[config.mk]
export PLATFORM = sky130hd
export DESIGN_NAME = cns_cell
export DESIGN_NICKNAME = d
export VERILOG_FILES = /design/src/cns_pkg.sv /design/src/cns_cell.sv
export SDC_FILE = /design/constraint.sdc
export NUM_CORES = 1
export LEC_CHECK = 0
export BUFFER_PORTS_ARGS = -buffer_cell sky130_fd_sc_hd__buf_2
export CAP_MARGIN = 30
export CELL_PAD_IN_SITES_DETAIL_PLACEMENT = 0
export CELL_PAD_IN_SITES_GLOBAL_PLACEMENT = 1
export CORE_AREA = 2 2 142 144
export CTS_CLUSTER_DIAMETER = 100
export DETAILED_ROUTE_END_ITERATION = 8
export DIE_AREA = 0 0 144 146
export PLACE_DENSITY_LB_ADDON = 0.1
export SLEW_MARGIN = 10
export SYNTH_ARGS = -nofsm -noshare
export SYNTH_HDL_FRONTEND = slang
export SYNTH_SLANG_ARGS = --single-unit
[constraint.sdc]
create_clock -name clk -period 0.8 [get_ports clk]
set_input_delay 0.16 -clock clk [delete_from_list [all_inputs] [get_ports clk]]
set_output_delay 0.16 -clock clk [all_outputs]
set_load 0.005 [all_outputs]
[src/cns_pkg.sv]
// ----------------------------------------------------------------------------
// cns_pkg
// Shared types and codes for the cutoff neighbor search unit.
// ----------------------------------------------------------------------------
package cns_pkg;

	// input item actions
	localparam logic [1:0] ACT_CLEAR  = 2'd0;
	localparam logic [1:0] ACT_WRITE  = 2'd1;
	localparam logic [1:0] ACT_QUERY  = 2'd2;
	localparam logic [1:0] ACT_IGNORE = 2'd3;

	// configuration register indexes
	localparam logic [1:0] REG_ALLOW_SAME = 2'd0;
	localparam logic [1:0] REG_INCL_PAIRS = 2'd1;
	localparam logic [1:0] REG_MIN_CUT    = 2'd2;
	localparam logic [1:0] REG_MAX_CUT    = 2'd3;

	localparam logic [30:0] MAX_CUT_RESET = 31'd1000;

	// one table entry, coordinates already sign extended
	typedef struct packed {
		logic        valid;
		logic [31:0] x;
		logic [31:0] y;
		logic [31:0] z;
		logic [15:0] strand;
		logic        has_partner;
		logic [5:0]  partner;
	} entry_t;

	typedef enum logic [2:0] {
		ST_IDLE,
		ST_LOAD,
		ST_SCAN,
		ST_DRAIN,
		ST_FINISH
	} state_t;

endpackage

[src/cns_cell.sv]
// ----------------------------------------------------------------------------
// cns_cell
// One table slot of the entry ring; shifts its entry to the neighbor on scan.
// ----------------------------------------------------------------------------
module cns_cell (
	input  logic            clk,
	input  logic            arst_n,
	input  logic            clr,
	input  logic            wr,
	input  cns_pkg::entry_t wdata,
	input  logic            shift,
	input  cns_pkg::entry_t shift_in,
	output cns_pkg::entry_t entry
);
	import cns_pkg::*;

	logic   valid_q;
	entry_t data_q;

	// valid bit, cleared by reset and clear items
	always_ff @(posedge clk or negedge arst_n) begin
		if (!arst_n) begin
			valid_q <= 1'b0;
		end else if (clr) begin
			valid_q <= 1'b0;
		end else if (wr) begin
			valid_q <= wdata.valid;
		end else if (shift) begin
			valid_q <= shift_in.valid;
		end
	end

	// payload, no reset
	always_ff @(posedge clk) begin
		if (wr) begin
			data_q <= wdata;
		end else if (shift) begin
			data_q <= shift_in;
		end
	end

	// payload with the valid bit taken from the reset flop
	always_comb begin
		entry       = data_q;
		entry.valid = valid_q;
	end

endmodule

Word level (Yosys, flattened, before mapping) --
Cells that the tools add are included.
Operators by class: mux-type cells 5, reduce and logical (&&, ||, !) cells 2
Operators with widths (number):
- 119-bit two-way mux | 2
- 1-bit two-way mux | 3
- 3-bit nonzero test | 1
- 2-bit nonzero test | 1
Storage, ports and cells: bits in registers 120, input port bits 245

Logic depth before layout (Yosys ltp) --
Gate-level depths: netlist of the first run.
depth after elaboration 3, mapped depth 5, depth with buffers taken out 2

Least setup slack after synthesis of the first run --
No wires, ideal clock.
path type input to register, start input port wr, end register data_q, in the netlist entry[0] (enable), library setup time 0.486 ns, arrival time 3.172 ns, required time 0.314 ns, setup slack -2.858 ns, stages 4, path buffers 3, cell sequence buf_6 buf_8 buf_6 or2_1
Between the ends: word-level cells in the longest chain between the ends 1
RTL lines:
- start, declared | RTL line cns_cell.sv:9 | input logic wr,
- 2-bit nonzero test (no line)
- end signal, assigned | RTL line cns_cell.sv:36 | data_q <= wdata;
- end signal, assigned | RTL line cns_cell.sv:38 | data_q <= shift_in;
- end, declared | RTL line cns_cell.sv:18 | entry_t data_q;
No other way between the ends. A chain may end at the register's enable or synchronous reset.

Worst setup path in the final report of the first run --
start register data_q, in the netlist entry[70], end output port entry[70] (netlist name)
RTL lines:
- end, declared | RTL line cns_cell.sv:13 | output cns_pkg::entry_t entry
No word-level cell between the ends.

==> results of run 1 <==
## placed cells by master, fill, tap and decap left out, types with 2 or more instances in the layout
master,count
buf_12,5
buf_2,361
buf_4,8
buf_6,4
clkbuf_16,17
clkinv_1,3
clkinv_2,5
clkinvlp_4,3
dlygate4sd3_1,2
edfxtp_1,119
mux2_2,41
mux2_4,78
## worst register-to-register path: cells and delay by family, from the launching register on
kind	cells	cell delay, ns
DFF	1	0.37
AOI/OAI and AO/OA	1	0.08
muxes	1	0.15
## path summary, 6_finish.rpt
check | start | end | slack (ns)
max in group asynchronous | arst_n | valid_q$_DFFE_PN0P_ | 0.64
min reg2reg | valid_q$_DFFE_PN0P_ | valid_q$_DFFE_PN0P_ | 0.64
max reg2reg | valid_q$_DFFE_PN0P_ | valid_q$_DFFE_PN0P_ | 0.07
max | entry[70]$_DFFE_PP_ | entry[70] | -0.31
min in group asynchronous | arst_n | valid_q$_DFFE_PN0P_ | 0.08
min | shift_in[55] | entry[55]$_DFFE_PP_ | 0.05
## what timing repair did
| item | in CTS | in global routing |
|---|---|---|
| buffers inserted | 0 | 0 |
| hold buffers | 2 | 0 |
| endpoints found under the hold margin | 2 | 0 |
| setup endpoints to repair | 126 | 121 |
| resized for setup | 5 | 1 |
## cells by family after synthesis
logic type | after synthesis | share of synthesized area [%]
AO/OA/AOI/OAI | 1 | 0.231
AND/OR/NAND/NOR | 2 | 0.231
flip-flops | 120 | 66.5
buffers and inverters | 16 | 2.73
multiplexers | 120 | 30.3
## power by group through the flow
stage          sequential (mW)  combinational, mW  clock, mW
2_1_floorplan             8.12              0.961          0
5_1_grt                   7.94               2.81       7.35
3_3_place_gp              7.98               2.59          0
3_5_place_dp              8.00               2.61          0
4_1_cts                   7.88               2.64       7.07
6_report                  7.87               2.57       6.83
## routing by layer
| layer | routed length [µm] | vias to the layer above | GRT usage, % |
|---|---|---|---|
| li1 | - | 1784 | - |
| met1 | 5210 | 1746 | 12.9 |
| met2 | 8160 | 234 | 26.3 |
| met3 | 1970 | 11 | 7.83 |
| met4 | 161 | 0 | 4.66 |
| met5 | 0 | - | 0 |
## final cells by class
class	instances	area, µm²	share of cell area [%]
sequential	120	3600	44.0
inverter	1	3.75	0.0459
timing repair buffer	381	2060	25.2
tap	265	332	4.05
clock buffer	17	425	5.20
multi-input combinational	123	1670	20.4
clock inverter	12	88.8	1.09
## registers in the layout, summed over array words and instances, names as in the netlist
| register | flops |
|---|---|
| entry | 119 |
| valid_q | 1 |
## synth_stat cells, drive strengths merged
| cell type | count | area (µm²) |
|---|---|---|
| edfxtp | 119 | 3570 |
| mux2 | 119 | 1630 |
| buf | 15 | 144 |
| a211oi | 1 | 12.5 |
| dfrtp | 1 | 25.0 |
| inv | 1 | 3.75 |
| mux2i | 1 | 10.0 |
| nor2b | 1 | 6.26 |
| or2 | 1 | 6.26 |
==> impl_metrics.json, run 1 <==
{
  "via_per_inst": 4.11,
  "dpl-instance-area_um2": 7620,
  "start_util_pct": 28.0,
  "finalHoldViolations": 0,
  "hold_class": "primary input to register",
  "final_cells": 919,
  "p_per_area_nw_per_um2": 2110,
  "max_freq_ghz": 0.897,
  "yosys_warnings": 0,
  "netlist_area_um2": 5410,
  "drive_above_1_share_pct": 80.6,
  "grt_pass1_wl_um": 21700,
  "wl_per_cell_um": 16.9,
  "vias": 3775,
  "pin_count": 365,
  "switching_power_mw": 3.85,
  "place_inst": 888,
  "setup-violations-final": 120,
  "min_period_ns": 1.11,
  "cts_max_level": 4,
  "clkSlewWorstSetupHoldPaths_ns": 0.06,
  "rows": 51,
  "coreArea_um2": 19300,
  "die_x_um": 144,
  "drc": 0,
  "status": "complete, but fails checks",
  "cts_buffer_depth": 2,
  "finalSetupTns_ns": -30.52,
  "comb_power_share_pct": 14.9,
  "p_int_mw": 13.4,
  "grt_max_degree": 34,
  "maxCapViolCount": 0,
  "min_path_cells": 2,
  "synth.net_count": 504,
  "die_area_um2": 21000,
  "grt.total_usage_pct": 14.2,
  "die_h_um": 146,
  "p_seq_share_pct": 45.6,
  "syn_inst": 259,
  "nFillCells": 1845,
  "dr.pass1.iters": 6,
  "cts_root_buf": "clkbuf_16",
  "critPathMaxFanout": 1,
  "rsz0062_at_grt": "true",
  "portBuffers": 364,
  "path_buf_inv": 1,
  "ff2ff_path_depth": 2,
  "drt-total-wl_um": 15500,
  "clock_skew_ns": 0,
  "grt-ovfl-total": 0,
  "drtIter0Drc": 76,
  "layout-area-overhead-vs-synth_pct": 51.1,
  "gp_congestion": 0.717,
  "nets": 889,
  "antenna_left": 0,
  "p_leak_nw": 3.85,
  "numCtsBuffers": 17,
  "holdWs_ns": 0.0507,
  "path_depth": 1,
  "startpoint_type": "register",
  "cts_num_sinks": 120,
  "drv_slew": 0,
  "critPathCaptureType": "output port",
  "setup_slack_ns": -0.315,
  "pre_cts_ws_ns": -0.492,
  "grt_antenna_before_repair": 0,
  "worstPathArrival_ns": 0.95,
  "violations": "negative setup slack",
  "clkPwrFrac_pct": 39.6,
  "ys_seq_area_share_pct": 66.5,
  "slew_headroom_pct": 83.7,
  "path_cells": "buf_6",
  "crit_type": "register to output port",
  "cp_top_family": "flip-flops",
  "grt_pass1_vias": 3986,
  "power_mw": 17.3,
  "ys_ff_latch": 120,
  "ir_worst_vdd_mv": 1.24,
  "diodes": 0,
  "clock_latency_ns": 0.40,
  "hpwlAfterDp_um": 12200,
  "tightestPinTransition_ns": 0.245,
  "synth_cell_types": 13,
  "final_core_util_pct": 42.3,
  "fin_crit_sh_pct": 139,
  "cts_tree": "yes",
  "synth.avg_cell_area_um2": 20.9,
  "final_area_um2": 8180,
  "swShare_pct": 22.3,
  "max_stage_delay_ns": 0.40,
  "worstPathRequired_ns": 0.64,
  "critical_path.slowest_cell": "edfxtp_1"
}
No activity file was read; power rests on OpenSTA's default activity.
==> inputs of run 2 (changes only) <==
--- a/config.mk
+++ b/config.mk
@@ -13,6 +13,7 @@
 export CTS_CLUSTER_DIAMETER = 100
 export DETAILED_ROUTE_END_ITERATION = 8
 export DIE_AREA = 0 0 144 146
+export MAX_ROUTING_LAYER = met4
 export PLACE_DENSITY_LB_ADDON = 0.1
 export SLEW_MARGIN = 10
 export SYNTH_ARGS = -nofsm -noshare
==> run 2 against run 1 <==
Final area did not move. Clock skew unchanged. The run still ends with negative setup slack left. Critical path type unchanged. Via count about the same.
==> impl_metrics.json, run 2 (synthesized netlist as in run 1, its figures left out) <==
{
  "layout-area-overhead-vs-synth_pct": 51.1,
  "p_per_area_nw_per_um2": 2110,
  "tightestPinTransition_ns": 0.246,
  "grt-ovfl-total": 0,
  "reg2reg_from": "valid_q$_DFFE_PN0P_",
  "crit_type": "register to output port",
  "grt_antenna_before_repair": 0,
  "cts_root_buf": "clkbuf_16",
  "fin_crit_sh_pct": 140,
  "die_x_um": 144,
  "hold_class": "primary input to register",
  "p_int_mw": 13.4,
  "start_util_pct": 28.0,
  "multi_input_area_um2": 1670,
  "drt-total-wl_um": 15500,
  "worstPathRequired_ns": 0.64,
  "setup-violations-final": 120,
  "rows": 51,
  "max_stage_delay_ns": 0.40,
  "die_h_um": 146,
  "wl_per_cell_um": 16.9,
  "diodes": 0,
  "die_area_um2": 21000,
  "max_freq_ghz": 0.890,
  "ir_worst_vdd_mv": 1.26,
  "min_period_ns": 1.12,
  "critPathMaxFanout": 1,
  "final_cells": 919,
  "pre_cts_ws_ns": -0.492,
  "drive_above_1_share_pct": 80.6,
  "critical_path.slowest_cell": "edfxtp_1",
  "p_seq_share_pct": 45.5,
  "drv_slew": 0,
  "cts_num_sinks": 120,
  "slew_headroom_pct": 83.6,
  "numCtsBuffers": 17,
  "portBuffers": 364,
  "worstPathArrival_ns": 0.96,
  "via_per_inst": 4.11,
  "clkSlewWorstSetupHoldPaths_ns": 0.05,
  "dr.pass1.iters": 4,
  "path_buf_inv": 1,
  "rsz0062_at_grt": "true",
  "status": "complete, but fails checks",
  "swShare_pct": 22.3,
  "comb_power_share_pct": 14.9,
  "p_leak_nw": 3.85,
  "holdWs_ns": 0.0476,
  "pin_count": 365,
  "finalHoldViolations": 0,
  "critPathCaptureType": "output port",
  "cp-startpoint": "entry[70]$_DFFE_PP_",
  "nFillCells": 1845,
  "clock_skew_ns": 0,
  "cts_tree": "yes",
  "startpoint_type": "register",
  "antenna_left": 0,
  "violations": "negative setup slack",
  "grt.total_usage_pct": 14.6,
  "drc": 0,
  "setup_slack_ns": -0.323,
  "final_common_cell": "buf_2",
  "gp_congestion": 0.726,
  "final_area_um2": 8180,
  "place_inst": 888,
  "dpl-instance-area_um2": 7620,
  "largest_reg_flops": 119,
  "hpwlAfterDp_um": 12200,
  "nets": 889,
  "cp_top_family": "flip-flops",
  "switching_power_mw": 3.86,
  "clock_latency_ns": 0.40,
  "grt_pass1_vias": 4007,
  "cts_max_level": 4,
  "cts_buffer_depth": 2,
  "final_cell_mix": "buf_2, edfxtp_1, mux2_4",
  "vias": 3776,
  "drtIter0Drc": 89,
  "path_cells": "buf_6",
  "regArea_um2": 3600,
  "min_from": "shift_in[65]",
  "grt_max_degree": 34,
  "maxCapViolCount": 0,
  "grt_pass1_wl_um": 21700,
  "coreArea_um2": 19300,
  "clkPwrFrac_pct": 39.6
}
-- run 2: through the flow --
stage               utilization [%]  TNS (ns)  total power, mW
floorplan                         -   -157.34             9.09
global placement               39.4    -82.50             10.6
detailed placement             39.4    -86.88             10.6
CTS                            42.3    -34.45             17.6
global route                   42.3    -37.59             18.1
finish                         42.3    -30.98             17.3
-- run 2: final timing paths --
kind                                  endpoint  slack (ns)  cells past startpoint
hold reg to reg            valid_q$_DFFE_PN0P_        0.64                      2
min in group asynchronous  valid_q$_DFFE_PN0P_        0.07                      2
hold / removal             entry[65]$_DFFE_PP_        0.05                      2
setup / recovery                     entry[70]       -0.32                      1
max in group asynchronous  valid_q$_DFFE_PN0P_        0.64                      2
setup reg to reg           valid_q$_DFFE_PN0P_        0.07                      2
-- run 2: power groups by stage --
stage	Clock [mW]	Combinational [mW]	Sequential, mW
6_report	6.84	2.57	7.87
5_1_grt	7.35	2.81	7.94
4_1_cts	7.07	2.64	7.88
3_5_place_dp	0	2.61	8.00
3_3_place_gp	0	2.59	7.98
2_1_floorplan	0	0.961	8.12
-- run 2: layout make-up --
type	instances	share of cell area [%]
clock buffer	17	5.20
clock inverter	12	1.09
inverter	1	0.0459
multi-input combinational	123	20.4
sequential	120	44.0
tap	265	4.05
timing repair buffer	381	25.2
-- run 2: timing repair --
item,in CTS,in global routing
hold buffers,2,0
pin swaps,0,0
gates resized for setup,5,1
setup endpoints to repair,126,121
hold endpoints to repair,2,0
buffers inserted,0,0
-- run 2: metal layers --
metal  up-vias  share of wire (%)  global-route usage (%)
met3        16                 12                    6.91
li1       1784                  -                       -
met4         0                1.3                    4.66
met1      1744                 35                    13.6
met2       232                 52                    26.3
met5         -                  0                       -
-- run 2: worst register-to-register path, cell delays in order (launching register included) --
cell	delay, ns
dfrtp_1	0.37
mux2i_1	0.15
a211oi_2	0.08
==> inputs of run 3 (changes only) <==
--- a/config.mk
+++ b/config.mk
@@ -7,14 +7,16 @@
 export LEC_CHECK = 0
 export BUFFER_PORTS_ARGS = -buffer_cell sky130_fd_sc_hd__buf_2
 export CAP_MARGIN = 30
-export CELL_PAD_IN_SITES_DETAIL_PLACEMENT = 0
+export CELL_PAD_IN_SITES_DETAIL_PLACEMENT = 1
 export CELL_PAD_IN_SITES_GLOBAL_PLACEMENT = 1
 export CORE_AREA = 2 2 142 144
 export CTS_CLUSTER_DIAMETER = 100
 export DETAILED_ROUTE_END_ITERATION = 8
 export DIE_AREA = 0 0 144 146
+export HOLD_SLACK_MARGIN = 0.08
 export MAX_ROUTING_LAYER = met4
 export PLACE_DENSITY_LB_ADDON = 0.1
+export SETUP_SLACK_MARGIN = 0.2
 export SLEW_MARGIN = 10
 export SYNTH_ARGS = -nofsm -noshare
 export SYNTH_HDL_FRONTEND = slang
==> run 3 against run 2 <==
Setup slack improved by 0.0030 ns. Sequential cell count unchanged. Sequential share of layout area decreased by 6.3 points. Count of clock-buffer cells in the layout increased by 3. The run ends with negative hold slack, negative setup slack left. Maximum frequency increased by 0.27%. Highest routed layer unchanged. Via count increased by 11%. Clock skew unchanged. Critical path depth unchanged.
==> impl_metrics.json, run 3 (synthesized netlist as in run 1, its figures left out) <==
{
  "grt_pass1_vias": 4578,
  "start_util_pct": 28.0,
  "finalSetupTns_ns": -31.31,
  "clock_skew_ns": 0,
  "cts_buffer_depth": 2,
  "cts_hold_buf": 1,
  "status": "complete, but fails checks",
  "largest_reg_flops": 119,
  "drc": 0,
  "min_period_ns": 1.12,
  "grt_max_degree": 17,
  "ff2ff_path_depth": 2,
  "coreArea_um2": 19300,
  "p_leak_nw": 4.56,
  "reg2reg_from": "valid_q$_DFFE_PN0P_",
  "nets": 936,
  "regArea_um2": 3600,
  "via_per_inst": 4.31,
  "crit_type": "register to output port",
  "min_from": "clr",
  "slew_headroom_pct": 79.0,
  "finalHoldViolations": 1,
  "fin_crit_sh_pct": 140,
  "multi_input_area_um2": 1790,
  "drive_above_1_share_pct": 82.1,
  "worstPathRequired_ns": 0.64,
  "numCtsBuffers": 17,
  "drv_slew": 0,
  "cts_max_level": 4,
  "vias": 4186,
  "whs_endpoint": "valid_q$_DFFE_PN0P_",
  "dpl-instance-area_um2": 7610,
  "setup-violations-final": 120,
  "cts_num_sinks": 120,
  "holdWs_ns": -0.0903,
  "worstPathArrival_ns": 0.96,
  "rows": 51,
  "reg2reg_to": "valid_q$_DFFE_PN0P_",
  "min_path_cells": 2,
  "maxCapViolCount": 0,
  "grt_pass1_wl_um": 27500,
  "max_stage_delay_ns": 0.41,
  "grt_antenna_before_repair": 3,
  "tightestPinTransition_ns": 0.314,
  "violations": "negative hold slack, negative setup slack",
  "cts_tree": "yes",
  "antenna_left": 0,
  "dr.pass1.iters": 4,
  "portBuffers": 364,
  "die_area_um2": 21000,
  "rsz0062_at_grt": "true",
  "hold_class": "primary input to register",
  "die_x_um": 144,
  "layout-area-overhead-vs-synth_pct": 76.4,
  "pin_count": 365,
  "power_mw": 19.6,
  "grt-ovfl-total": 0,
  "final_area_um2": 9550,
  "final_common_cell": "buf_2",
  "critPathMaxFanout": 1,
  "clkSlewWorstSetupHoldPaths_ns": 0.06,
  "drtIter0Drc": 69,
  "setup_slack_ns": -0.320,
  "cp_top_family": "flip-flops",
  "drt-total-wl_um": 19500,
  "path_cells": "buf_2",
  "path_buf_inv": 1,
  "hpwlAfterDp_um": 13200,
  "pre_cts_ws_ns": -0.431,
  "critical_path.slowest_cell": "edfxtp_1",
  "final_cell_mix": "buf_2, edfxtp_1, mux2_4",
  "p_per_area_nw_per_um2": 2060,
  "nFillCells": 2027,
  "critPathCaptureType": "output port",
  "final_cells": 972,
  "ir_worst_vdd_mv": 1.34,
  "rrSetupSlack_ns": 0.07,
  "place_inst": 887,
  "die_h_um": 146,
  "max_freq_ghz": 0.893,
  "startpoint_type": "register",
  "grt.total_usage_pct": 18.7,
  "clock_latency_ns": 0.40,
  "wl_per_cell_um": 20.1,
  "cts_root_buf": "clkbuf_16",
  "gp_congestion": 0.728
}
==> run 3: cell count changes in the layout (fill, tap and decap cells not counted), sizes merged <==
| cell | previous run | this run |
|---|---|---|
| buf | 379 | 423 |
| clkbuf | 17 | 23 |
| bufinv | 1 | 5 |
| clkinv | 8 | 4 |
| diode | 0 | 3 |
| dlygate4sd3 | 2 | 1 |
| or2 | 1 | 2 |
==> run 3: what timing repair did <==
item | in CTS | in global routing
gates cloned | 26 | 3
hold endpoints to repair | 121 | 120
resized for setup | 95 | 3
endpoints found under the setup margin | 358 | 317
buffers inserted | 19 | 1
pin swaps | 2 | 1
==> run 3: final cells by class <==
class | count | share of cell area [%]
clock inverters | 12 | 2.10
multi-input cells | 124 | 18.7
clock buffers | 20 | 4.57
diodes | 3 | 0.0786
well taps | 265 | 3.47
repair buffers | 427 | 33.3
inverters | 1 | 0.0393
flip-flops and latches | 120 | 37.7
==> run 3: worst max path at each step <==
stage / start / end / cells after the start
after detailed placement: wr / entry[101]$_DFFE_PP_ / 3
final: entry[20]$_DFFE_PP_ / entry[20] / 1
after CTS: entry[20]$_DFFE_PP_ / entry[20] / 1
after floorplan: wr / entry[0]$_DFFE_PP_ / 4
after global placement: wr / entry[98]$_DFFE_PP_ / 3
after global routing: entry[20]$_DFFE_PP_ / entry[20] / 1
==> run 3: routing by layer <==
metal  vias up  GRT usage [%]  wire length [µm]
li1       1912              -                 -
met3        18           7.27              1970
met4         0           5.59               221
met1      2023           18.1              6680
met5         -              -                 0
met2       233           34.2             10600
==> run 3: through the flow <==
| stage | utilization (%) | hold slack [ns] |
|---|---|---|
| after floorplan | - | -0.136 |
| after global placement | 39.4 | -0.0622 |
| after detailed placement | 39.4 | -0.0576 |
| after CTS | 48.8 | -0.110 |
| after global routing | 49.4 | -0.112 |
| final | 49.4 | -0.0903 |
==> run 3: report_power, final <==
| group | leakage [nW] | switching [mW] | internal [mW] |
|---|---|---|---|
| Clock | 0.300 | 2.81 | 5.53 |
| Sequential | 1.23 | 0.171 | 7.72 |
| Combinational | 3.04 | 1.24 | 2.18 |
| Total | 4.56 | 4.22 | 15.4 |
